**src/rtl/core/bfca_pkg.sv**
```systemverilog
// shared types, constants and codes of the best-fit coalescing allocator
package bfca_pkg;

  localparam int unsigned AddrBits  = 16;
  localparam int unsigned LenBits   = AddrBits + 1;
  localparam int unsigned StampBits = 16;
  localparam int unsigned IdxBits   = 11;

  localparam int unsigned MaxAllocsDef = 64;
  localparam int unsigned MaxFreeDef   = 65;

  localparam logic [LenBits-1:0] PoolMax = LenBits'(1) << AddrBits;

  localparam logic [2:0] StOk       = 3'd0;
  localparam logic [2:0] StNoFit    = 3'd1;
  localparam logic [2:0] StZero     = 3'd2;
  localparam logic [2:0] StNotAlloc = 3'd3;
  localparam logic [2:0] StFull     = 3'd4;

  localparam logic OpAlloc = 1'b0;
  localparam logic OpFree  = 1'b1;

  typedef struct packed {
    logic                opcode;
    logic [LenBits-1:0]  request_words;
    logic [AddrBits-1:0] release_addr;
  } req_t;

  typedef struct packed {
    logic [AddrBits-1:0] chunk_addr;
    logic [2:0]          status;
  } rsp_t;

  typedef struct packed {
    logic                valid;
    logic [AddrBits-1:0] addr;
    logic                hit;
    logic [IdxBits-1:0]  hit_idx;
    logic [LenBits-1:0]  hit_len;
    logic                slot_ok;
    logic [IdxBits-1:0]  slot_idx;
  } used_pkt_t;

  typedef struct packed {
    logic                 valid;
    logic [LenBits-1:0]   key_a;
    logic [LenBits-1:0]   key_b;
    logic [StampBits-1:0] ctr;
    logic                 best_ok;
    logic [IdxBits-1:0]   best_idx;
    logic [LenBits-1:0]   best_len;
    logic [AddrBits-1:0]  best_start;
    logic [StampBits-1:0] best_age;
    logic                 prev_ok;
    logic [IdxBits-1:0]   prev_idx;
    logic [AddrBits-1:0]  prev_start;
    logic [LenBits-1:0]   prev_len;
    logic                 next_ok;
    logic [IdxBits-1:0]   next_idx;
    logic [LenBits-1:0]   next_len;
    logic                 slot_ok;
    logic [IdxBits-1:0]   slot_idx;
  } free_pkt_t;

  typedef struct packed {
    logic                wr;
    logic                clr;
    logic [IdxBits-1:0]  idx;
    logic [AddrBits-1:0] start;
    logic [LenBits-1:0]  len;
  } used_cmd_t;

  typedef struct packed {
    logic                 init;
    logic [LenBits-1:0]   pool;
    logic                 clr_a;
    logic [IdxBits-1:0]   clr_a_idx;
    logic                 clr_b;
    logic [IdxBits-1:0]   clr_b_idx;
    logic                 wr;
    logic [IdxBits-1:0]   wr_idx;
    logic [AddrBits-1:0]  start;
    logic [LenBits-1:0]   len;
    logic [StampBits-1:0] stamp;
  } free_cmd_t;

endpackage

```
**src/rtl/core/bfca_free_cell.sv**
```systemverilog
// one entry of the free table: best-fit and neighbour search as the query passes
module bfca_free_cell #(
  parameter int unsigned CellIdx = 0
) (
  input  logic                clk_i,
  input  logic                rst_ni,
  input  bfca_pkg::free_cmd_t cmd_i,
  input  bfca_pkg::free_pkt_t pkt_i,
  output bfca_pkg::free_pkt_t pkt_o
);

  localparam logic [bfca_pkg::IdxBits-1:0] MyIdx = bfca_pkg::IdxBits'(CellIdx);
  localparam logic                         IsHead = (CellIdx == 0);

  logic                           valid_q;
  logic [bfca_pkg::AddrBits-1:0]  start_q;
  logic [bfca_pkg::LenBits-1:0]   len_q;
  logic [bfca_pkg::StampBits-1:0] stamp_q;
  logic [bfca_pkg::LenBits:0]     end_sum;
  logic [bfca_pkg::StampBits-1:0] age;
  logic                           better;
  bfca_pkg::free_pkt_t            pkt_d, pkt_q;

  always_comb begin
    pkt_d   = pkt_i;
    end_sum = {2'b00, start_q} + {1'b0, len_q};
    age     = pkt_i.ctr - stamp_q;
    better  = !pkt_i.best_ok || len_q < pkt_i.best_len ||
              (len_q == pkt_i.best_len && age < pkt_i.best_age);
    if (pkt_i.valid && valid_q) begin
      if (len_q >= pkt_i.key_a && better) begin
        pkt_d.best_ok    = 1'b1;
        pkt_d.best_idx   = MyIdx;
        pkt_d.best_len   = len_q;
        pkt_d.best_start = start_q;
        pkt_d.best_age   = age;
      end
      // chunk ending at the freed start wins over one starting at its end
      if (end_sum == {1'b0, pkt_i.key_a}) begin
        pkt_d.prev_ok    = 1'b1;
        pkt_d.prev_idx   = MyIdx;
        pkt_d.prev_start = start_q;
        pkt_d.prev_len   = len_q;
      end else if ({1'b0, start_q} == pkt_i.key_b) begin
        pkt_d.next_ok  = 1'b1;
        pkt_d.next_idx = MyIdx;
        pkt_d.next_len = len_q;
      end
    end
    if (pkt_i.valid && !valid_q && !pkt_i.slot_ok) begin
      pkt_d.slot_ok  = 1'b1;
      pkt_d.slot_idx = MyIdx;
    end
  end

  always_ff @(posedge clk_i or negedge rst_ni) begin
    if (!rst_ni) begin
      valid_q <= IsHead;
      start_q <= '0;
      len_q   <= bfca_pkg::PoolMax;
      stamp_q <= '0;
      pkt_q   <= '0;
    end else begin
      pkt_q <= pkt_d;
      if (cmd_i.init) begin
        valid_q <= IsHead;
        start_q <= '0;
        len_q   <= cmd_i.pool;
        stamp_q <= '0;
      end else begin
        if ((cmd_i.clr_a && cmd_i.clr_a_idx == MyIdx) ||
            (cmd_i.clr_b && cmd_i.clr_b_idx == MyIdx)) begin
          valid_q <= 1'b0;
        end
        if (cmd_i.wr && cmd_i.wr_idx == MyIdx) begin
          valid_q <= 1'b1;
          start_q <= cmd_i.start;
          len_q   <= cmd_i.len;
          stamp_q <= cmd_i.stamp;
        end
      end
    end
  end

  assign pkt_o = pkt_q;

endmodule

```
**config.mk**
```make
export PLATFORM = sky130hd
export DESIGN_NAME = bfca_free_cell
export DESIGN_NICKNAME = d
export VERILOG_FILES = /design/src/rtl/core/bfca_pkg.sv /design/src/rtl/core/bfca_free_cell.sv
export SDC_FILE = /design/constraint.sdc
export NUM_CORES = 1
export LEC_CHECK = 0
export ABC_CLOCK_PERIOD_IN_PS = 4870
export BUFFER_PORTS_ARGS = -buffer_cell sky130_fd_sc_hd__buf_2
export CAP_MARGIN = 30
export CORE_AREA = 2 2 197 199
export CTS_CLUSTER_DIAMETER = 50
export DETAILED_ROUTE_END_ITERATION = 12
export DIE_AREA = 0 0 199 201
export MAX_ROUTING_LAYER = met4
export SLEW_MARGIN = 20
export SYNTH_ARGS = -nofsm -noshare
export SYNTH_HDL_FRONTEND = slang
export SYNTH_SLANG_ARGS = --single-unit
```
**constraint.sdc**
```tcl
create_clock -name clk_i -period 4.87 [get_ports clk_i]
set_input_delay 0.974 -clock clk_i [delete_from_list [all_inputs] [get_ports clk_i]]
set_output_delay 0.974 -clock clk_i [all_outputs]
set_load 0.01 [all_outputs]
```
# Word level (Yosys, flattened, before mapping)
# Index checks and enable logic that the tools add are counted.
dict set report op_classes {
  addsub 2
  magnitude_cmp 3
  eq_ne 3
  muxes 15
  reduce_logical 19
}
# operator n
set ops {}
lappend ops {{two-way mux 135 bit} 1}
lappend ops {{two-way mux 16 bit} 4}
lappend ops {{two-way mux 61 bit} 1}
lappend ops {{two-way mux 29 bit} 2}
lappend ops {{two-way mux 45 bit} 1}
lappend ops {{two-way mux 17 bit} 2}
lappend ops {{zero test 11 bit} 3}
lappend ops {{adder 16 x 17 -> 18 bit} 1}
lappend ops {{== test 18 x 17 -> 1 bit} 1}
lappend ops {{== test 16 x 17 -> 1 bit} 1}
lappend ops {{== test 17 bit} 1}
lappend ops {{greater-or-equal comparator 17 bit} 1}
lappend ops {{less-than comparator 17 bit} 1}
lappend ops {{less-than comparator 16 bit} 1}
lappend ops {{subtractor 16 bit} 1}
lappend ops {{two-way mux 12 bit} 1}
lappend ops {{logical AND 1 bit} 8}
lappend ops {{zero test 1 bit} 3}
lappend ops {{logical OR 1 bit} 3}
lappend ops {{two-way mux 1 bit} 3}
lappend ops {{nonzero test 3 bit} 1}
lappend ops {{nonzero test 2 bit} 1}
dict set report totals {
  regBits 248
  in_bits 303
  out_inout_bits 198
  elab_cells 64
}

# Depth between registers and ports, before layout
dict set report logic_depth {
  ltp_word 7
  depth_mapped 18
  depth_no_buf 17
}

# Worst setup path after synthesis
# Ideal clock, no wire load.
dict set report synth_timing {
  path_type {input port to flip-flop}
  start {input port pkt_i[147] (netlist name)}
  end {register pkt_q (netlist bit pkt_o[100])}
  setup_time_ns 0.125
  arrival_time_ns 4.725
  required_ns 4.745
  setup_slack_ns 0.021
  cell_stages 18
  path_buffers 1
  cell_sequence {inv_1 ha_1 inv_1 fa_1 a211oi_1 o21bai_1 a21oi_1 o21bai_1 a2111oi_0 o21bai_1 xor2_1 ha_1 and4_1 a2111oi_0 o211ai_1 a31oi_1 buf_2 mux2_2}
}
# item line_no
set synth_lines {}
lappend synth_lines {{from (decl)} bfca_free_cell.sv:8} ;# input bfca_pkg::free_pkt_t pkt_i,
lappend synth_lines {{to (signal assigned)} bfca_free_cell.sv:64} ;# pkt_q <= pkt_d;
lappend synth_lines {{to (decl)} bfca_free_cell.sv:22} ;# bfca_pkg::free_pkt_t pkt_d, pkt_q;

==> out/metrics.cfg <==
[finish]
area_growth_pct = 37.1
drive_gt1_share_pct = 44.0
fillers = 3683
layout_commonest_cell = buf_2
final_cell_mix = buf_2, dfrtp_1, nand2_1, ha_1, inv_1
fin_util_pct = 43.4
final_nets = 1978

[critical_path]
crit_path_start_kind = primary input
rr_startpoint = stamp_q[0]
r2r_setup_slack_ps = 380
crit_type = in2reg
critPathArrivalTime_ps = 5140
cp.required_ps = 5310
r2r_end = pkt_o[132]
crit_path_end_kind = flip-flop
reg2regPathDepth = 18
cp_max_fo = 13

[route]
drtIter0Drc = 335
routed_wirelength_mm = 42.2
via_per_inst = 4.73
drc = 0
num_vias = 10100
wl_per_cell_um = 19.7
dr.pass1.iters = 4
ant_nets = 0

[synth]
synthTopCellsByArea = dfrtp_1, ha_1, mux2_2
yosys.area.top_type = dfrtp_1
synth.avg_cell_area_um2 = 11.4
ys.flop_type = dfrtp_1
synth-seq-cells = 248
yosys-mux-area-fraction_pct = 11.7
synth_top_family_by_area = multiplexers
ys_seq_area_share_pct = 51.4
synth_cells = 1057
synth_compound_area_share_pct = 9.52
synth_fp_nets = 1442
synth_cell_types = 62
yosysWarnings = 0
synthArstFlopShare_pct = 100
synthSimpleGateAreaFrac_pct = 10.9
synth_edf_count = 0
synth.top_cell.area_share_pct = 51.0
synth_area_mm2 = 0.0121
synthXorXnorAreaFrac_pct = 3.96
synthAdderAreaFrac_pct = 8.62

[placement]
hpwl_mm = 32.9
dp_slack_ps = -577
routabilityCongestion = 0.870
port_buffers = 500

[pwr]
power.density_mw_per_mm2 = 325
seqPwrFrac_pct = 41.5
pwr-share-clk_pct = 42.4
power.internal_mw = 3.94
p_comb_share_pct = 16.0
vdd_drop_max_v = 0.000280
switching_power_mw = 1.44
leakagePower_nw = 8.31
p_sw_share_pct = 26.7

[floorplanning]
pin_count = 501
die_width_um = 199
core_area_mm2 = 0.0381
die-area_mm2 = 0.0400
core.rowCount = 72
die_y_um = 201
initial_utilization_pct = 31.7

[sta]
hold_viol_final = 0
setup_viol_count_final = 0
setup_tns_ps = 0
clock.fmax_ghz = 0.213
slew_violations = 0
worst-slew-pin-transition_ps = 934
relSlewSlack_pct = 37.7
fin_crit_sh_pct = 96.5
fin_crit_ps = 4700
timing.final.ws_setup_ps = 169
clock_skew_ps = 16.9

[global_routing]
overflow = 0
grt_pass1_vias = 10500
grt_max_degree = 92
antenna_found_initial = 5
grt_pass1_wl_mm = 60.9
groute.usage.overall_pct = 21.0

[status]
outcome = completed

[clock_network]
path_clk_slew_ps = 50
clockRootBuffer = clkbuf_16
cts_max_level = 1
cts.sinks = 248
cts_tree = yes
clock_path_buffers = 3
numCtsBuffers = 30
worstSkewPairLatency_ps = 570

[flow_run]
cap_violations = 0

[min_path]
hp-class = in2async

==> cells by family (layout without fill, tap and decap cells) <==
family / count (synthesis) / count (layout)
AND/OR/NAND/NOR: 254 / 254
flip-flops: 248 / 248
AO/OA/AOI/OAI: 187 / 187
multiplexers: 118 / 118
buffers and inverters: 115 / 674
adder cells (fa/ha/maj): 82 / 82
XOR/XNOR: 53 / 53
other: 0 / 4
==> through the flow <==
stage,hold slack (ps),std cells,cell area (um^2),power (mW)
finish,386,2138,16600,5.38
detailed placement,517,2076,15400,3.13
global route,424,2138,16600,5.63
global placement,513,2076,15400,3.12
floorplan,501,1057,12100,2.67
CTS,393,2131,16500,5.43
==> worst max-delay path, stage by stage <==
cell,delay [ps]
buf_2,100
inv_1,50
ha_1,140
inv_1,60
fa_1,410
a211oi_2,210
o21bai_1,120
a21oi_2,160
o21bai_1,150
a21oi_1,210
xnor2_1,110
ha_1,200
or4_1,530
a211o_1,310
a221oi_2,300
o211ai_1,210
a31oi_4,180
buf_4,170
buf_6,180
mux2_2,350
==> power groups by stage <==
| stage | Sequential, mW | Combinational, mW | Clock, mW |
|---|---|---|---|
| 6_report | 2.24 | 0.864 | 2.28 |
| 5_1_grt | 2.25 | 0.954 | 2.42 |
| 4_1_cts | 2.24 | 0.861 | 2.33 |
| 3_5_place_dp | 2.28 | 0.857 | 0 |
| 3_3_place_gp | 2.28 | 0.844 | 0 |
| 2_1_floorplan | 2.32 | 0.351 | 0 |
==> worst max-delay path by stage <==
stage / from / to / slack [ps] / cells after the start
after floorplan: pkt_i[147] / pkt_o[100] / 20 / 18
after global placement: pkt_i[147] / pkt_o[88] / -450 / 19
after detailed placement: pkt_i[147] / pkt_o[89] / -580 / 19
after CTS: pkt_i[147] / pkt_o[129] / 3 / 19
after global routing: pkt_i[147] / pkt_o[101] / -6 / 20
final: pkt_i[147] / pkt_o[132] / 170 / 20
==> cell usage after synthesis (all sizes together), types with 21 or more instances <==
library cell,count
a21oi,74
clkbuf,23
dfrtp,246
ha,80
inv,77
mux2,98
nand2,99
nor2,21
nor2b,38
o21ai,46
xnor2,27
xor2,25
==> routing by layer <==
layer / routed length, um / part of all wire, % / up-vias / track usage (%)
li1: - / - / 4760 / -
met2: 21000 / 50 / 398 / 36.2
met3: 2870 / 6.8 / 83 / 4.28
met5: 0 / 0 / - / -
met4: 1290 / 3.1 / 0 / 6.66
met1: 17000 / 40 / 4862 / 24.4
==> registers in the layout, indices dropped and copies added, names as in the netlist <==
register	count
len_q	17
pkt_o	198
stamp_q	16
start_q	16
valid_q	1
==> repair_timing <==
action,CTS,global route
setup buffers,0,2
setup endpoints to repair,0,60
gates resized for setup,0,9
hold buffers,0,0
==> area by class of cell <==
type / instances / area, um^2 / share of cell area, %
Tap cell: 518 / 648 / 3.92
Sequential cell: 248 / 6210 / 37.5
Clock inverter: 17 / 170 / 1.03
Timing Repair Buffer: 542 / 2900 / 17.5
Antenna cell: 4 / 10.0 / 0.0605
Inverter: 77 / 289 / 1.75
Clock buffer: 38 / 862 / 5.21
Multi-Input combinational cell: 694 / 5460 / 33.0
(Power assumes the default switching activity.)
