==> src/rtl/core/bfca_pkg.sv <==
// shared types, constants and codes of the best-fit coalescing allocator
package bfca_pkg;

  localparam int unsigned AddrBits  = 16;
  localparam int unsigned LenBits   = AddrBits + 1;
  localparam int unsigned StampBits = 16;
  localparam int unsigned IdxBits   = 11;

  localparam int unsigned MaxAllocsDef = 64;
  localparam int unsigned MaxFreeDef   = 65;

  localparam logic [LenBits-1:0] PoolMax = LenBits'(1) << AddrBits;

  localparam logic [2:0] StOk       = 3'd0;
  localparam logic [2:0] StNoFit    = 3'd1;
  localparam logic [2:0] StZero     = 3'd2;
  localparam logic [2:0] StNotAlloc = 3'd3;
  localparam logic [2:0] StFull     = 3'd4;

  localparam logic OpAlloc = 1'b0;
  localparam logic OpFree  = 1'b1;

  typedef struct packed {
    logic                opcode;
    logic [LenBits-1:0]  request_words;
    logic [AddrBits-1:0] release_addr;
  } req_t;

  typedef struct packed {
    logic [AddrBits-1:0] chunk_addr;
    logic [2:0]          status;
  } rsp_t;

  typedef struct packed {
    logic                valid;
    logic [AddrBits-1:0] addr;
    logic                hit;
    logic [IdxBits-1:0]  hit_idx;
    logic [LenBits-1:0]  hit_len;
    logic                slot_ok;
    logic [IdxBits-1:0]  slot_idx;
  } used_pkt_t;

  typedef struct packed {
    logic                 valid;
    logic [LenBits-1:0]   key_a;
    logic [LenBits-1:0]   key_b;
    logic [StampBits-1:0] ctr;
    logic                 best_ok;
    logic [IdxBits-1:0]   best_idx;
    logic [LenBits-1:0]   best_len;
    logic [AddrBits-1:0]  best_start;
    logic [StampBits-1:0] best_age;
    logic                 prev_ok;
    logic [IdxBits-1:0]   prev_idx;
    logic [AddrBits-1:0]  prev_start;
    logic [LenBits-1:0]   prev_len;
    logic                 next_ok;
    logic [IdxBits-1:0]   next_idx;
    logic [LenBits-1:0]   next_len;
    logic                 slot_ok;
    logic [IdxBits-1:0]   slot_idx;
  } free_pkt_t;

  typedef struct packed {
    logic                wr;
    logic                clr;
    logic [IdxBits-1:0]  idx;
    logic [AddrBits-1:0] start;
    logic [LenBits-1:0]  len;
  } used_cmd_t;

  typedef struct packed {
    logic                 init;
    logic [LenBits-1:0]   pool;
    logic                 clr_a;
    logic [IdxBits-1:0]   clr_a_idx;
    logic                 clr_b;
    logic [IdxBits-1:0]   clr_b_idx;
    logic                 wr;
    logic [IdxBits-1:0]   wr_idx;
    logic [AddrBits-1:0]  start;
    logic [LenBits-1:0]   len;
    logic [StampBits-1:0] stamp;
  } free_cmd_t;

endpackage

==> src/rtl/core/bfca_used_cell.sv <==
// one entry of the allocation table, searched as the query passes by
module bfca_used_cell #(
  parameter int unsigned CellIdx = 0
) (
  input  logic                clk_i,
  input  logic                rst_ni,
  input  logic                init_i,
  input  bfca_pkg::used_cmd_t cmd_i,
  input  bfca_pkg::used_pkt_t pkt_i,
  output bfca_pkg::used_pkt_t pkt_o
);

  localparam logic [bfca_pkg::IdxBits-1:0] MyIdx = bfca_pkg::IdxBits'(CellIdx);

  logic                          valid_q;
  logic [bfca_pkg::AddrBits-1:0] start_q;
  logic [bfca_pkg::LenBits-1:0]  len_q;
  bfca_pkg::used_pkt_t           pkt_d, pkt_q;

  always_comb begin
    pkt_d = pkt_i;
    if (pkt_i.valid) begin
      if (valid_q && !pkt_i.hit && start_q == pkt_i.addr) begin
        pkt_d.hit     = 1'b1;
        pkt_d.hit_idx = MyIdx;
        pkt_d.hit_len = len_q;
      end
      if (!valid_q && !pkt_i.slot_ok) begin
        pkt_d.slot_ok  = 1'b1;
        pkt_d.slot_idx = MyIdx;
      end
    end
  end

  always_ff @(posedge clk_i or negedge rst_ni) begin
    if (!rst_ni) begin
      valid_q <= 1'b0;
      pkt_q   <= '0;
    end else begin
      pkt_q <= pkt_d;
      if (init_i) begin
        valid_q <= 1'b0;
      end else if (cmd_i.wr && cmd_i.idx == MyIdx) begin
        valid_q <= 1'b1;
      end else if (cmd_i.clr && cmd_i.idx == MyIdx) begin
        valid_q <= 1'b0;
      end
    end
  end

  always_ff @(posedge clk_i) begin
    if (cmd_i.wr && cmd_i.idx == MyIdx) begin
      start_q <= cmd_i.start;
      len_q   <= cmd_i.len;
    end
  end

  assign pkt_o = pkt_q;

endmodule

==> config.mk <==
export PLATFORM = sky130hd
export DESIGN_NAME = bfca_used_cell
export DESIGN_NICKNAME = d
export VERILOG_FILES = /design/src/rtl/core/bfca_pkg.sv /design/src/rtl/core/bfca_used_cell.sv
export SDC_FILE = /design/constraint.sdc
export NUM_CORES = 1
export LEC_CHECK = 0
export BUFFER_PORTS_ARGS = -buffer_cell sky130_fd_sc_hd__buf_2
export CAP_MARGIN = 20
export CORE_UTILIZATION = 44
export DETAILED_ROUTE_END_ITERATION = 7
export PLACE_DENSITY = 0.79
export REMOVE_ABC_BUFFERS = 1
export SYNTH_ARGS = -nofsm -noshare
export SYNTH_HDL_FRONTEND = slang
export SYNTH_SLANG_ARGS = --single-unit
==> constraint.sdc <==
create_clock -name clk_i -period 2.92 [get_ports clk_i]
set_input_delay 0.584 -clock clk_i [delete_from_list [all_inputs] [get_ports clk_i]]
set_output_delay 0.584 -clock clk_i [all_outputs]
set_load 0.02 [all_outputs]
* Word-level counts from Yosys, hierarchy flattened
Index checks and enable logic that the tools add are counted.
** Word-level totals
- Logic and storage cells :: 27
- Output and inout port bits :: 58
- Bits in registers :: 92
- Input port bits :: 107
** Operators by class
- Mux-type cells :: 6
- Reductions and logical operators :: 10
- Equal/unequal tests :: 1
** Operators with widths (number)
- 2-to-1 mux 41 bit :: 1
- 2-to-1 mux 29 bit :: 1
- == test 16 bit :: 1
- 2-to-1 mux 12 bit :: 1
- zero test 11 bit :: 1
- logical AND 1 bit :: 5
- zero test 1 bit :: 3
- 2-to-1 mux 1 bit :: 3
- nonzero test 3 bit :: 1

* Longest topological paths before layout
Gate-level depths: netlist of run 1.
- Depth in word-level cells :: 5
- Mapped depth :: 7
- Mapped depth without buffers :: 5

* Least setup slack after synthesis of run 1
No wires, ideal clock.
- Path type :: input to register
- Start point :: input port pkt_i[47] (netlist bit)
- End point :: register pkt_q (netlist bit pkt_o[12])
- Buffers on the path :: 1
- Required time :: 2795 ps
- Arrival :: 2140 ps
- Setup slack :: 655 ps
- Stages :: 6
- Setup time :: 125 ps
- Cells stage by stage :: xnor2_1 > nand4_1 > or4_1 > nor4_2 > buf_4 > mux2_2
** RTL lines
- start, declared :: RTL line bfca_used_cell.sv:9 : input bfca_pkg::used_pkt_t pkt_i,
- end signal, assigned :: RTL line bfca_used_cell.sv:40 : pkt_q <= pkt_d;
- end, declared :: RTL line bfca_used_cell.sv:18 : bfca_pkg::used_pkt_t pkt_d, pkt_q;

==> results.txt, run 1 <==
The time the worst path needs with I/O delays and setup works out to 2.26 ns. After clock tree synthesis, the flow added hold-fix buffers numbering 0. Measured along the y axis, the die boundary spans 85.7 um. The maximum resistive drop on vdd is 320 uV, and the fraction of synthesized cell area taken by the top area cell type is 0.479. For the hold violation count in the final report, the log shows 0. The die covers 0.00735 mm2.

Data on the critical path arrives at its endpoint at 2.50 ns. TritonCTS built the clock tree. Type of destination of the critical path: a flip-flop. The sequential cell area fraction in the yosys report is 0.800. The min-delay analysis places its worst path in the category input pin to async pin. Power comes to 2.43 mW.

The tools report the via count as 1963. Buffers inserted during clock tree synthesis total 9. At the worst endpoint, the required time is 3.15 ns.

The number of antenna violations at the first check in global routing is 0. The maximum fanout count along the critical path is 29, and the yosys synthesis warning count is 0. The total overflow left after global routing is 0.

The cell sitting at the root of the clock tree is a sky130_fd_sc_hd__clkbuf_8. The first global-routing pass estimated 9.18 mm of wire. The chip width was 85.7 um; the area of all placed cells without fillers was 0.00424 mm2. At the pin with the least slew margin, the transition time is 0.917 ns.

Counting instances in the post-synthesis netlist gives the leading cell types as sky130_fd_sc_hd__dfrtp_1 (59), sky130_fd_sc_hd__edfxtp_1 (33), sky130_fd_sc_hd__nor2b_1 (22). Share of post-route cells with drive strength above 1: 0.568. The run gives 0 as the number of cells upsized or downsized after cts. The post-placement setup slack is 0.324 ns. On the final layout, the worst hold slack is 0.366 ns. Once the clock tree was built, the setup fixing pass inserted 0 buffers. For the overall global routing resource usage, the log shows 0.171. For the setup skew after layout, the log shows 0.00928 ns.

The net count of the finished layout is 454. The worst setup path is of the flip-flop to flip-flop kind. Dividing the detail-routed via count by the number of cells gives 4.38. By area the synthesized netlist is led by sky130_fd_sc_hd__dfrtp_1 (48%), sky130_fd_sc_hd__edfxtp_1 (32%), sky130_fd_sc_hd__mux2_2 (6.2%), sky130_fd_sc_hd__nor2b_1 (4.5%), sky130_fd_sc_hd__xnor2_1 (4.3%). The run gives 3 as the length of the first detailed-routing pass in iterations. The tools report the pin count of the biggest net entering global routing as 43. The placeable core region was 0.00679 mm2. The clock drives 92 sinks. The post-synthesis to final-layout area growth is 37.3%, and the max capacitance violation total is 0. Summed over all instances, the cell type with the most area after synthesis is sky130_fd_sc_hd__dfrtp_1. Summed over all failing endpoints, the final setup total negative slack is 0 ns. Among all flip-flop cells after synthesis, the most frequent one is sky130_fd_sc_hd__dfrtp_1.

The run gives 0.35 ns as the clock insertion delay at the later pin of the skew report. The average cell area after synthesis is 17.9 um2, and the routed length per instance is 13.1 um. The post-synthesis instance area was 0.00308 mm2. Post-route clock period utilization: 0.775. Synthesis inferred 92 register bits. The number of core rows was 30; the clock slew seen by the registers of the worst setup and hold paths was 0.08 ns. The worst-case headroom to the max-slew limit was 0.389; the via count of the first global-routing pass was 1996.

Synthesis handed over a netlist of 172 instances. For this design the ratio of total power to cell area is 574 mW/mm2. The flow ran to the end, and the final reports show no timing, DRC or antenna violations.

After the flow finishes, the layout carries non-filler instances totaling 448. The number of antenna-violating nets in the routed design is 0. At the end of routability-driven placement, the weighted congestion stood at 0.749. Most numerous cell in the Yosys netlist: sky130_fd_sc_hd__dfrtp_1. The DRC violation count after routing is 0, and the smallest setup slack after layout is 0.656 ns. The number of top-level pins came out at 165. The clock passes through at most 2 buffers.

Max-slew violation total from the final report: 0. Launching element type of the critical path: a flip-flop. The final design utilization is 0.623. The count of filler cells inserted in the layout was 562. Derived from the worst setup path, the maximum achievable clock frequency is 442 MHz.

In this run, placement finished with an instance count of 432. In this run the tool buffered the top-level ports with 164 buffer cells. After the first detailed-routing iteration, the DRC count stood at 44. The tools report the number of levels the H-tree was split into as 3. The count of different cell masters after synthesis was 22; the number of diodes was 0.

The leakage power summed over all cells is 1.97 nW, and the final wirelength is 5.87 mm. The initial core utilization came out at 0.454. Once placement finished, the instance area stood at 0.00405 mm2.

Setup repair after global routing left no endpoint under its margin. The share of async-settable or async-resettable flops after synthesis was 0.641. The total setup violations reported at the end of the flow was 0. Counting flops with a built-in enable in the synthesized netlist gives 33.
[placed cells by master, fill, tap and decap left out]
cell and n:
sky130_fd_sc_hd__or2_2 1, sky130_fd_sc_hd__dfrtp_1 59, sky130_fd_sc_hd__clkbuf_1 3, sky130_fd_sc_hd__mux2_2 17, sky130_fd_sc_hd__xnor2_1 15, sky130_fd_sc_hd__inv_1 3
sky130_fd_sc_hd__a21oi_1 1, sky130_fd_sc_hd__nor2_1 1, sky130_fd_sc_hd__bufinv_16 1, sky130_fd_sc_hd__nor4_4 1, sky130_fd_sc_hd__xor2_1 1, sky130_fd_sc_hd__nand2b_1 2
sky130_fd_sc_hd__nor3_1 1, sky130_fd_sc_hd__buf_2 164, sky130_fd_sc_hd__or4_1 1, sky130_fd_sc_hd__edfxtp_1 33, sky130_fd_sc_hd__clkinv_2 2, sky130_fd_sc_hd__nand3_1 2
sky130_fd_sc_hd__nor4_1 2, sky130_fd_sc_hd__nand2_1 2, sky130_fd_sc_hd__o21ai_0 1, sky130_fd_sc_hd__clkbuf_8 10, sky130_fd_sc_hd__buf_12 1, sky130_fd_sc_hd__nand4_1 3
sky130_fd_sc_hd__nor2b_1 22, sky130_fd_sc_hd__buf_4 3
[logic make-up after synthesis]
| logic type | Yosys count | synth area share |
|---|---|---|
| buffers and inverters | 7 | 0.0134 |
| multiplexers | 17 | 0.0621 |
| AND/OR/NAND/NOR | 38 | 0.0759 |
| AO/OA/AOI/OAI | 2 | 0.00324 |
| flip-flops | 92 | 0.800 |
| XOR/XNOR | 16 | 0.0454 |
[layer usage]
metal / track usage / share of wire / up-vias
met5: 0 / 0 / -
met4: 0.100 / 0.029 / 0
met3: 0.0558 / 0.074 / 18
met2: 0.288 / 0.52 / 93
met1: 0.190 / 0.38 / 920
li1: - / - / 932
[worst max-delay path: stages (launching register included)]
cell and delay, ns:
sky130_fd_sc_hd__edfxtp_1 0.40, sky130_fd_sc_hd__xnor2_1 0.19, sky130_fd_sc_hd__nand4_1 0.10, sky130_fd_sc_hd__or4_1 0.56, sky130_fd_sc_hd__nor4_4 0.33, sky130_fd_sc_hd__buf_12 0.22
sky130_fd_sc_hd__mux2_2 0.35
[state kept, by name, summed over array words and instances, names as in the netlist]
| name | cells |
|---|---|
| start_q | 16 |
| pkt_o | 58 |
| valid_q | 1 |
| len_q | 17 |
[final cells by class]
type / instances / area [um2] / area share
Clock buffer: 13 / 149 / 0.0352
Clock inverter: 3 / 40.0 / 0.00945
Multi-Input combinational cell: 73 / 584 / 0.138
Timing Repair Buffer: 168 / 863 / 0.204
Tap cell: 96 / 120 / 0.0284
Sequential cell: 92 / 2470 / 0.583
Inverter: 3 / 11.3 / 0.00266
[report_power, final]
group	switching (mW)	total, mW	leakage (nW)	internal [mW]
clock	0.395	0.813	0.0974	0.418
sequential	0.00942	1.39	0.992	1.38
combinational	0.126	0.232	0.883	0.106
[worst paths after layout]
kind                        startpoint         to  slack, ns  cells after the start
hold / removal                  rst_ni   pkt_o[3]       0.37                      1
max in group asynchronous       rst_ni  pkt_o[25]       1.83                      2
setup reg to reg           start_q[12]  pkt_o[15]       0.66                      6
setup / recovery           start_q[12]  pkt_o[15]       0.66                      6
min in group clk_i           pkt_i[42]  pkt_o[42]       0.37                      1
hold reg to reg               len_q[4]  pkt_o[16]       0.48                      1
(Power assumes the default switching activity.)
==> run 2: changes to the inputs <==
--- a/config.mk
+++ b/config.mk
@@ -7,9 +7,9 @@
 export LEC_CHECK = 0
 export BUFFER_PORTS_ARGS = -buffer_cell sky130_fd_sc_hd__buf_2
 export CAP_MARGIN = 20
-export CORE_UTILIZATION = 44
+export CORE_UTILIZATION = 40
 export DETAILED_ROUTE_END_ITERATION = 7
-export PLACE_DENSITY = 0.79
+export PLACE_DENSITY = 0.75
 export REMOVE_ABC_BUFFERS = 1
 export SYNTH_ARGS = -nofsm -noshare
 export SYNTH_HDL_FRONTEND = slang
==> constraint.sdc (replaced) <==
create_clock -name clk_i -period 2 [get_ports clk_i]
set_input_delay 0.4 -clock clk_i [delete_from_list [all_inputs] [get_ports clk_i]]
set_output_delay 0.4 -clock clk_i [all_outputs]
set_load 0.02 [all_outputs]
==> results.txt, run 2 (synthesis gave the netlist of run 1 again) <==
The multi-input logic area is 652 um2 (+12%), and the flip-flop count of the largest register, all copies and words added is 58 (unchanged). The number of antenna violations at the first check in global routing was 1 (+1). The tools report the placeable core region as 0.00737 mm2 (+8.5%).

The tools report the number of core rows as 31 (+3.3%). The logs give 0.555 (-0.016) for the relative contribution of sequential cells to total power and 92 (unchanged) for the total clock sinks. The run gives 60 (+40%) as the pin count of the biggest net entering global routing. The count of filler cells inserted in the layout was 612 (+8.9%); the hold violation count in the final report was 0 (unchanged). The run gives 0 (unchanged) as the global route total overflow.

The run gives 0.00247 mm2 (unchanged) as the total area of sequential cells. The count of input and output buffers works out to 164 (unchanged). The via count was 2007 (+2.2%).

The tools report the type of destination of the critical path as a flip-flop. The share of post-route cells with drive strength above 1 came out at 0.583 (+0.0152). The worst setup path is of the flip-flop to flip-flop kind. The maximum fanout count along the critical path is 8 (-72%), and the number of levels the H-tree was split into is 3 (unchanged). The logs give 0.00807 mm2 (+9.8%) for the area of the die and 2.11 nW (+7.0%) for the leakage power summed over all cells. The run gives 0.00767 ns (-0.00160 ns) as the setup skew after layout. The number of antenna-violating nets in the routed design was 0 (unchanged). The class of the worst hold path is input pin to async pin. Initial core utilization: 0.419 (-0.0355).

Post-route clock period utilization: 1.07 (+0.291). The worst hold slack came out at 0.0491 ns (-0.317 ns). TritonCTS built the clock tree. The logs give 0 (unchanged) for the max capacitance violation total and 28 (+28) for the total setup violations reported at the end of the flow.

The smallest setup slack after layout came out at -0.133 ns (-0.789 ns). The tools report the start point of the critical path as start_q[4]. In the layout the commonest cells are sky130_fd_sc_hd__buf_2 (164), sky130_fd_sc_hd__dfrtp_1 (59), sky130_fd_sc_hd__edfxtp_1 (33), sky130_fd_sc_hd__nor2b_1 (22), sky130_fd_sc_hd__mux2_4 (17). The worst-case headroom to the max-slew limit is 0.797 (+0.408). The run gives -0.420 ns (-0.744 ns) as the post-placement setup slack. The logs give 0.00408 mm2 (+0.71%) for the cell area after placement and 2084 (+4.4%) for the via count of the first global-routing pass.

The number of top-level pins was 165 (unchanged); the net count of the finished layout was 462 (+1.8%). The chip width was 89.8 um (+4.8%). The ratio of routed vias to standard cells was 4.36 (-0.43%); the max-slew violation total from the final report was 0 (unchanged). The net switching power is 0.783 mW (+48%). For the largest buffer count on any clock path, the log shows 2 (unchanged). The run gives 0.00449 mm2 (+6.0%) as the area of all placed cells without fillers. Setup repair after global routing could not meet its margin everywhere.

The root buffer selected by CTS was sky130_fd_sc_hd__clkbuf_8. The post-synthesis to final-layout area growth is 45.6%, and the switching part of the total is 0.215 (-0.00368). The clock slew seen by the registers of the worst setup and hold paths was 0.08 ns (about the same). The final reports fail on negative setup slack.

CTS buffer count: 9 (unchanged). The final wirelength is 6.31 mm (+7.5%). The time the worst path needs with I/O delays and setup works out to 2.13 ns (-0.131 ns). The final HPWL from detailed placement is 4.33 mm, and the maximum frequency from static timing analysis is 469 MHz (+6.1%).

The length of the first detailed-routing pass in iterations came out at 3 (unchanged). The routed length per instance was 13.7 um (+4.7%). The power share of the clock group is 0.348 (+0.014). The startpoint identified for the worst register-to-register timing path is start_q[4].

The logs give 0 (unchanged) for the hold buffer count at CTS and 2.36 ns (-0.14 ns) for the data arrival at the endpoint of the critical path. The logs give 2.87 mW (+51%) for the internal power and 0 (unchanged) for the DRC violation count after routing. The total power divided by cell area is 813 mW/mm2 (+42%), and the weighted congestion reported at the end of routability-driven placement is 0.687 (-8.4%). The logs give 435 (+0.69%) for the number of cells after detailed placement and 0.34 ns (about the same) for the clock insertion delay at the later pin of the skew report. For the first-pass GRT wire length, the log shows 9.86 mm (+7.4%). The required time of the worst setup path was 2.23 ns (-0.92 ns); the worst-margin pin slew was 0.305 ns (-0.612 ns). The flow ran to the end, but the final reports show violations. The floorplan die height is 89.8 um (+4.8%), and the starting DRC count in detailed routing is 24 (-45%). Overall global routing resource usage: 0.162 (-0.00869). The portion of total power attributed to combinational logic is 0.097 (+0.002), and the maximum resistive drop on vdd is 634 uV (+98%). The run gives 460 (+2.7%) as the number of standard cells in the final layout excluding fillers.

The tools report the launching element type of the critical path as a flip-flop. Commonest non-fill, non-tap cell in the layout: sky130_fd_sc_hd__buf_2.
## run 2: changes by cell type in the layout (fill, tap and decap cells not counted), sizes merged
| cell | delta |
|---|---|
| buf | +7 |
| clkbuf | +1 |
| clkinv | -1 |
| diode | +1 |
| inv | +1 |
## run 2: timing repair
action                                  4_1_cts  5_1_grt
buffers inserted                              4        2
resized for setup                            23        3
endpoints found under the setup margin       17       29
cloned                                        2        1
pin swaps                                     4        0
## run 2: worst paths after layout
kind                             end  slack (ns)  depth (start not counted)
setup / recovery           pkt_o[27]       -0.13                          7
hold / removal             pkt_o[33]        0.05                          2
setup reg to reg           pkt_o[27]       -0.13                          7
hold reg to reg            pkt_o[21]        0.48                          1
max in group asynchronous  pkt_o[45]        1.70                          2
min in group clk_i         pkt_o[43]        0.18                          1
## run 2: layout make-up
cell class / count / share of cell area
well taps: 99 / 0.0276
multi-input cells: 73 / 0.145
flip-flops and latches: 92 / 0.550
clock buffers: 13 / 0.0379
inverters: 3 / 0.00251
repair buffers: 176 / 0.227
clock inverters: 3 / 0.00920
diodes: 1 / 0.000557
## run 2: routing by layer
layer	vias up	routed length [um]	track usage
met5	-	0	0
met2	91	3300	0.281
li1	951	-	-
met3	9	457	0.0491
met1	956	2460	0.189
met4	0	93	0.0615
## run 2: worst max-delay path: stages, from the launching register on
cell and delay [ns]:
sky130_fd_sc_hd__edfxtp_1 0.39, sky130_fd_sc_hd__xnor2_1 0.17, sky130_fd_sc_hd__nand4_1 0.11, sky130_fd_sc_hd__or4_4 0.56, sky130_fd_sc_hd__nor4_4 0.19, sky130_fd_sc_hd__buf_6 0.17
sky130_fd_sc_hd__buf_12 0.14, sky130_fd_sc_hd__mux2_4 0.30
## run 2: power groups by stage
stage	sequential [mW]	clock (mW)	combinational, mW
floorplan	2.15	0	0.0523
global placement	2.07	0	0.339
detailed placement	2.07	0	0.346
CTS	2.03	1.31	0.358
global route	2.03	1.39	0.382
finish	2.03	1.27	0.353
## run 2: per-stage QoR
stage | setup TNS (ns) | util | total power, mW
detailed placement | -8.46 | 0.553 | 2.41
floorplan | -32.10 | - | 2.21
global placement | -7.00 | 0.553 | 2.40
global route | -5.58 | 0.609 | 3.81
finish | -2.49 | 0.609 | 3.65
CTS | -3.22 | 0.604 | 3.70
==> run 3: changes to the inputs <==
--- a/config.mk
+++ b/config.mk
@@ -5,9 +5,10 @@
 export SDC_FILE = /design/constraint.sdc
 export NUM_CORES = 1
 export LEC_CHECK = 0
+export ABC_AREA = 1
 export BUFFER_PORTS_ARGS = -buffer_cell sky130_fd_sc_hd__buf_2
 export CAP_MARGIN = 20
-export CORE_UTILIZATION = 40
+export CORE_UTILIZATION = 41
 export DETAILED_ROUTE_END_ITERATION = 7
 export PLACE_DENSITY = 0.75
 export REMOVE_ABC_BUFFERS = 1
==> results.txt, run 3 <==
The slowest cell on the critical path was sky130_fd_sc_hd__edfxtp_1. Portion of total power attributed to combinational logic: 0.105 (+0.008). The number of core rows was 32 (+3.2%); the worst path buffer plus inverter count was 1 (-1).

The number of enable flip-flop cells after synthesis is 33 (unchanged), and the number of synthesized register bits is 92 (unchanged). The tools report the via count of the first global-routing pass as 2539 (+22%). By startpoint and endpoint, the worst setup path is classified as flip-flop to flip-flop. TritonCTS built the clock tree. The DRC violation count after routing is 0 (unchanged). The logs give 60 (unchanged) for the pin count of the biggest net entering global routing and 0 (-4) for the number of post-CTS setup repair buffers. The overall global routing resource usage is 0.170 (+0.00767), and the maximum frequency from static timing analysis is 641 MHz (+37%). Grouping stages by cell kind, the critical path spends the most delay in simple AND/OR/NAND/NOR gates. The worst-case headroom to the max-slew limit was 0.791 (-0.00614); the multiplexer share of the synthesized area was 0 (-0.0621). The ratio of routed vias to standard cells came out at 4.49 (+2.8%).

The leading area contributor after synthesis is sky130_fd_sc_hd__dfrtp_1. Post-synthesis to final-layout area growth: 34.4%. The commonest non-fill, non-tap cell in the layout was sky130_fd_sc_hd__buf_2. The tools report the largest buffer count on any clock path as 2 (unchanged). The run gives 0.734 (+6.9%) as the weighted congestion reported at the end of routability-driven placement.

The worst setup path is captured at a flip-flop. The post-synthesis simple-gate area fraction was 0.191 (+0.116); the time the worst path needs with I/O delays and setup was 1.56 ns (-0.574 ns). The hold buffer count at CTS came out at 0 (unchanged).

The fraction of synthesized cell area in xor and xnor cells was 0.0104 (-0.0350). The count of filler cells inserted in the layout is 673 (+10%), and the setup TNS after final layout is 0 ns (+2.49 ns). The run gives 2.37 nW (+12%) as the leakage power summed over all cells. The routed length per instance was 12.2 um (-11%). By area the synthesized netlist is led by sky130_fd_sc_hd__dfrtp_1 (44%), sky130_fd_sc_hd__edfxtp_1 (29%), sky130_fd_sc_hd__nand2_1 (7.4%), sky130_fd_sc_hd__inv_1 (4.8%), sky130_fd_sc_hd__nor2_1 (3.2%). The logs give 0 (unchanged) for the hold violation count in the final report and 0.00337 mm2 (+9.1%) for the post-synthesis instance area. The switching part of the total works out to 0.249 (+0.0341). The combinational family with the most area after synthesis was simple AND/OR/NAND/NOR gates.

The root buffer cell chosen for the clock tree is sky130_fd_sc_hd__clkbuf_8. The run gives 448 uV (-29%) as the maximum resistive drop on vdd. The number of diodes is 0 (-1), and the average cell area after synthesis is 11.8 um2 (-34%). For the via count, the log shows 2548 (+27%). The starting DRC count in detailed routing is 55 (+130%). For the net switching power, the log shows 0.867 mW (+11%). The synthesized-area fraction occupied by adder cells is 0 (unchanged), and the total clock sinks is 92 (unchanged). The post-route clock period utilization came out at 0.780 (-0.287). The length of the first detailed-routing pass in iterations is 4 (+1), and the floorplan die height is 92.6 um (+3.1%). The run gives 285 (+66%) as the synthesized instance count.

The worst setup path is launched from a flip-flop. Required time of the worst setup path: 2.24 ns (about the same). The flip-flop count of the largest register, all copies and words added works out to 58 (unchanged). The logs give 25 (+14%) for the count of different cell masters after synthesis and 0.733 (-0.0669) for the sequential cell area fraction in the yosys report. The max-slew violation total from the final report was 0 (unchanged); the count of input and output buffers was 164 (unchanged). The tools report the number of levels the H-tree was split into as 3 (unchanged). The post-placement setup slack is 0.264 ns (+0.683 ns). Stage delay of the slowest cell on the critical path: 0.39 ns (-0.17 ns).

The final wirelength came out at 6.90 mm (+9.3%). For the smallest setup slack after layout, the log shows 0.441 ns (+0.574 ns). Setup repair after global routing left no endpoint under its margin. Class of the worst hold path: input pin to async pin. The run gives 2.62 mW (-8.6%) as the internal power. Final HPWL from detailed placement: 5.05 mm (+17%). The run gives 0.0139 ns (+0.00626 ns) as the setup skew after layout. The run finished with clean final reports.

The library cells used most frequently in the layout, excluding fill and tap cells, are sky130_fd_sc_hd__buf_2 (164), sky130_fd_sc_hd__nand2_1 (66), sky130_fd_sc_hd__dfrtp_1 (59), sky130_fd_sc_hd__inv_1 (43), sky130_fd_sc_hd__edfxtp_1 (33). The most instantiated flip-flop cell in the synthesis netlist is sky130_fd_sc_hd__dfrtp_1. By instance count, the cell type seen most on the critical path is sky130_fd_sc_hd__nor2_1. The share of async-settable or async-resettable flops after synthesis came out at 0.641 (unchanged). After synthesis, the most frequently instantiated cells are sky130_fd_sc_hd__nand2_1 (66), sky130_fd_sc_hd__dfrtp_1 (59), sky130_fd_sc_hd__inv_1 (43). The global route total overflow was 0 (unchanged); the share of post-route cells with drive strength above 1 was 0.440 (-0.143).

The run gives 0.00785 mm2 (+6.5%) as the placeable core region. Traced cell by cell, the critical path runs through nor2_1, nor2_1, nor2_1, nand2_2, nor2_8, nand3_4, inv_2, nor2_1. Maximum fanout count along the critical path: 12 (+4). The logs give 0.35 ns (about the same) for the clock insertion delay at the later pin of the skew report and 0 (-100%) for the number of cells upsized or downsized after cts. The worst-margin pin slew works out to 0.314 ns (+0.00921 ns). The first-pass GRT wire length is 11.1 mm (+13%).

The number of antenna-violating nets in the routed design is 0 (unchanged), and the power share of the clock group is 0.314 (-0.034). For the number of top-level pins, the log shows 165 (unchanged). The net count of the finished layout was 568 (+23%); the clock slew seen by the registers of the worst setup and hold paths was 0.09 ns (about the same). The max capacitance violation total came out at 0 (unchanged). The run gives 0.429 (+0.0104) as the initial core utilization. Area of the die: 0.00858 mm2 (+6.3%). The tools report the data arrival at the endpoint of the critical path as 1.80 ns (-0.56 ns). The total power divided by cell area is 771 mW/mm2 (-5.2%).

Number of antenna violations at the first check in global routing: 0 (-1). For the CTS buffer count, the log shows 9 (unchanged). The relative contribution of sequential cells to total power came out at 0.581 (+0.026). In the post-synthesis netlist, the cell with the most instances is sky130_fd_sc_hd__nand2_1. The run gives 0 (unchanged) as the yosys synthesis warning count. The complex-gate fraction of the synthesized area is 0.00372 (+0.000472). The fraction of synthesized cell area taken by the top area cell type is 0.439 (-0.0400), and the chip width is 92.6 um (+3.1%). The total setup violations reported at the end of the flow is 0 (-100%).
[run 3: cell count changes after synthesis, moves of 3 or more]
cell and change:
sky130_fd_sc_hd__nand2_1 +64, sky130_fd_sc_hd__inv_1 +40, sky130_fd_sc_hd__nor2_1 +28, sky130_fd_sc_hd__nor2b_1 -21, sky130_fd_sc_hd__mux2_2 -17, sky130_fd_sc_hd__nand4_1 +14, sky130_fd_sc_hd__xnor2_1 -12, sky130_fd_sc_hd__nor2_2 +11
sky130_fd_sc_hd__buf_2 +3
[run 3: logic make-up after synthesis]
logic type | count (synthesis)
simple gates | 137
xor+xnor | 4
flops | 92
compound gates | 2
buf+inv | 50
[run 3: final timing paths]
path	depth (start not counted)	startpoint	slack (ns)	endpoint
max	8	start_q[15]	0.44	pkt_o[29]
min	2	rst_ni	0.04	pkt_o[32]
max reg2reg	8	start_q[15]	0.44	pkt_o[29]
min reg2reg	2	len_q[4]	0.50	pkt_o[16]
max in group asynchronous	2	rst_ni	1.69	pkt_o[48]
min in group clk_i	1	pkt_i[41]	0.19	pkt_o[41]
[run 3: area by class of cell]
class | count | area [um2] | area share
Timing Repair Buffer | 171 | 898 | 0.199
Sequential cell | 92 | 2470 | 0.545
Multi-Input combinational cell | 143 | 692 | 0.153
Clock inverter | 7 | 50.0 | 0.0111
Clock buffer | 9 | 124 | 0.0274
Tap cell | 102 | 128 | 0.0282
Inverter | 44 | 165 | 0.0365
[run 3: metrics by stage]
step	instances	hold WS (ns)	area (um2)	util	power, mW
finish	568	0.0420	4520	0.577	3.49
global route	568	0.0605	4520	0.577	3.65
CTS	568	0.0458	4520	0.577	3.54
detailed placement	552	0.432	4350	0.554	2.44
global placement	552	0.426	4350	0.554	2.43
floorplan	279	0.104	3320	-	2.22
[run 3: layer usage]
metal,vias up,share of wire,GRT usage
li1,1238,-,-
met1,1179,0.41,0.194
met2,115,0.49,0.299
met3,16,0.079,0.0435
met4,0,0.023,0.0755
met5,-,0,0
[run 3: power groups by stage]
stage	clock, mW	combinational (mW)	sequential (mW)
after detailed placement	0	0.373	2.07
after floorplan	0	0.0678	2.15
final	1.09	0.368	2.03
after CTS	1.14	0.374	2.03
after global placement	0	0.364	2.07
after global routing	1.21	0.405	2.03
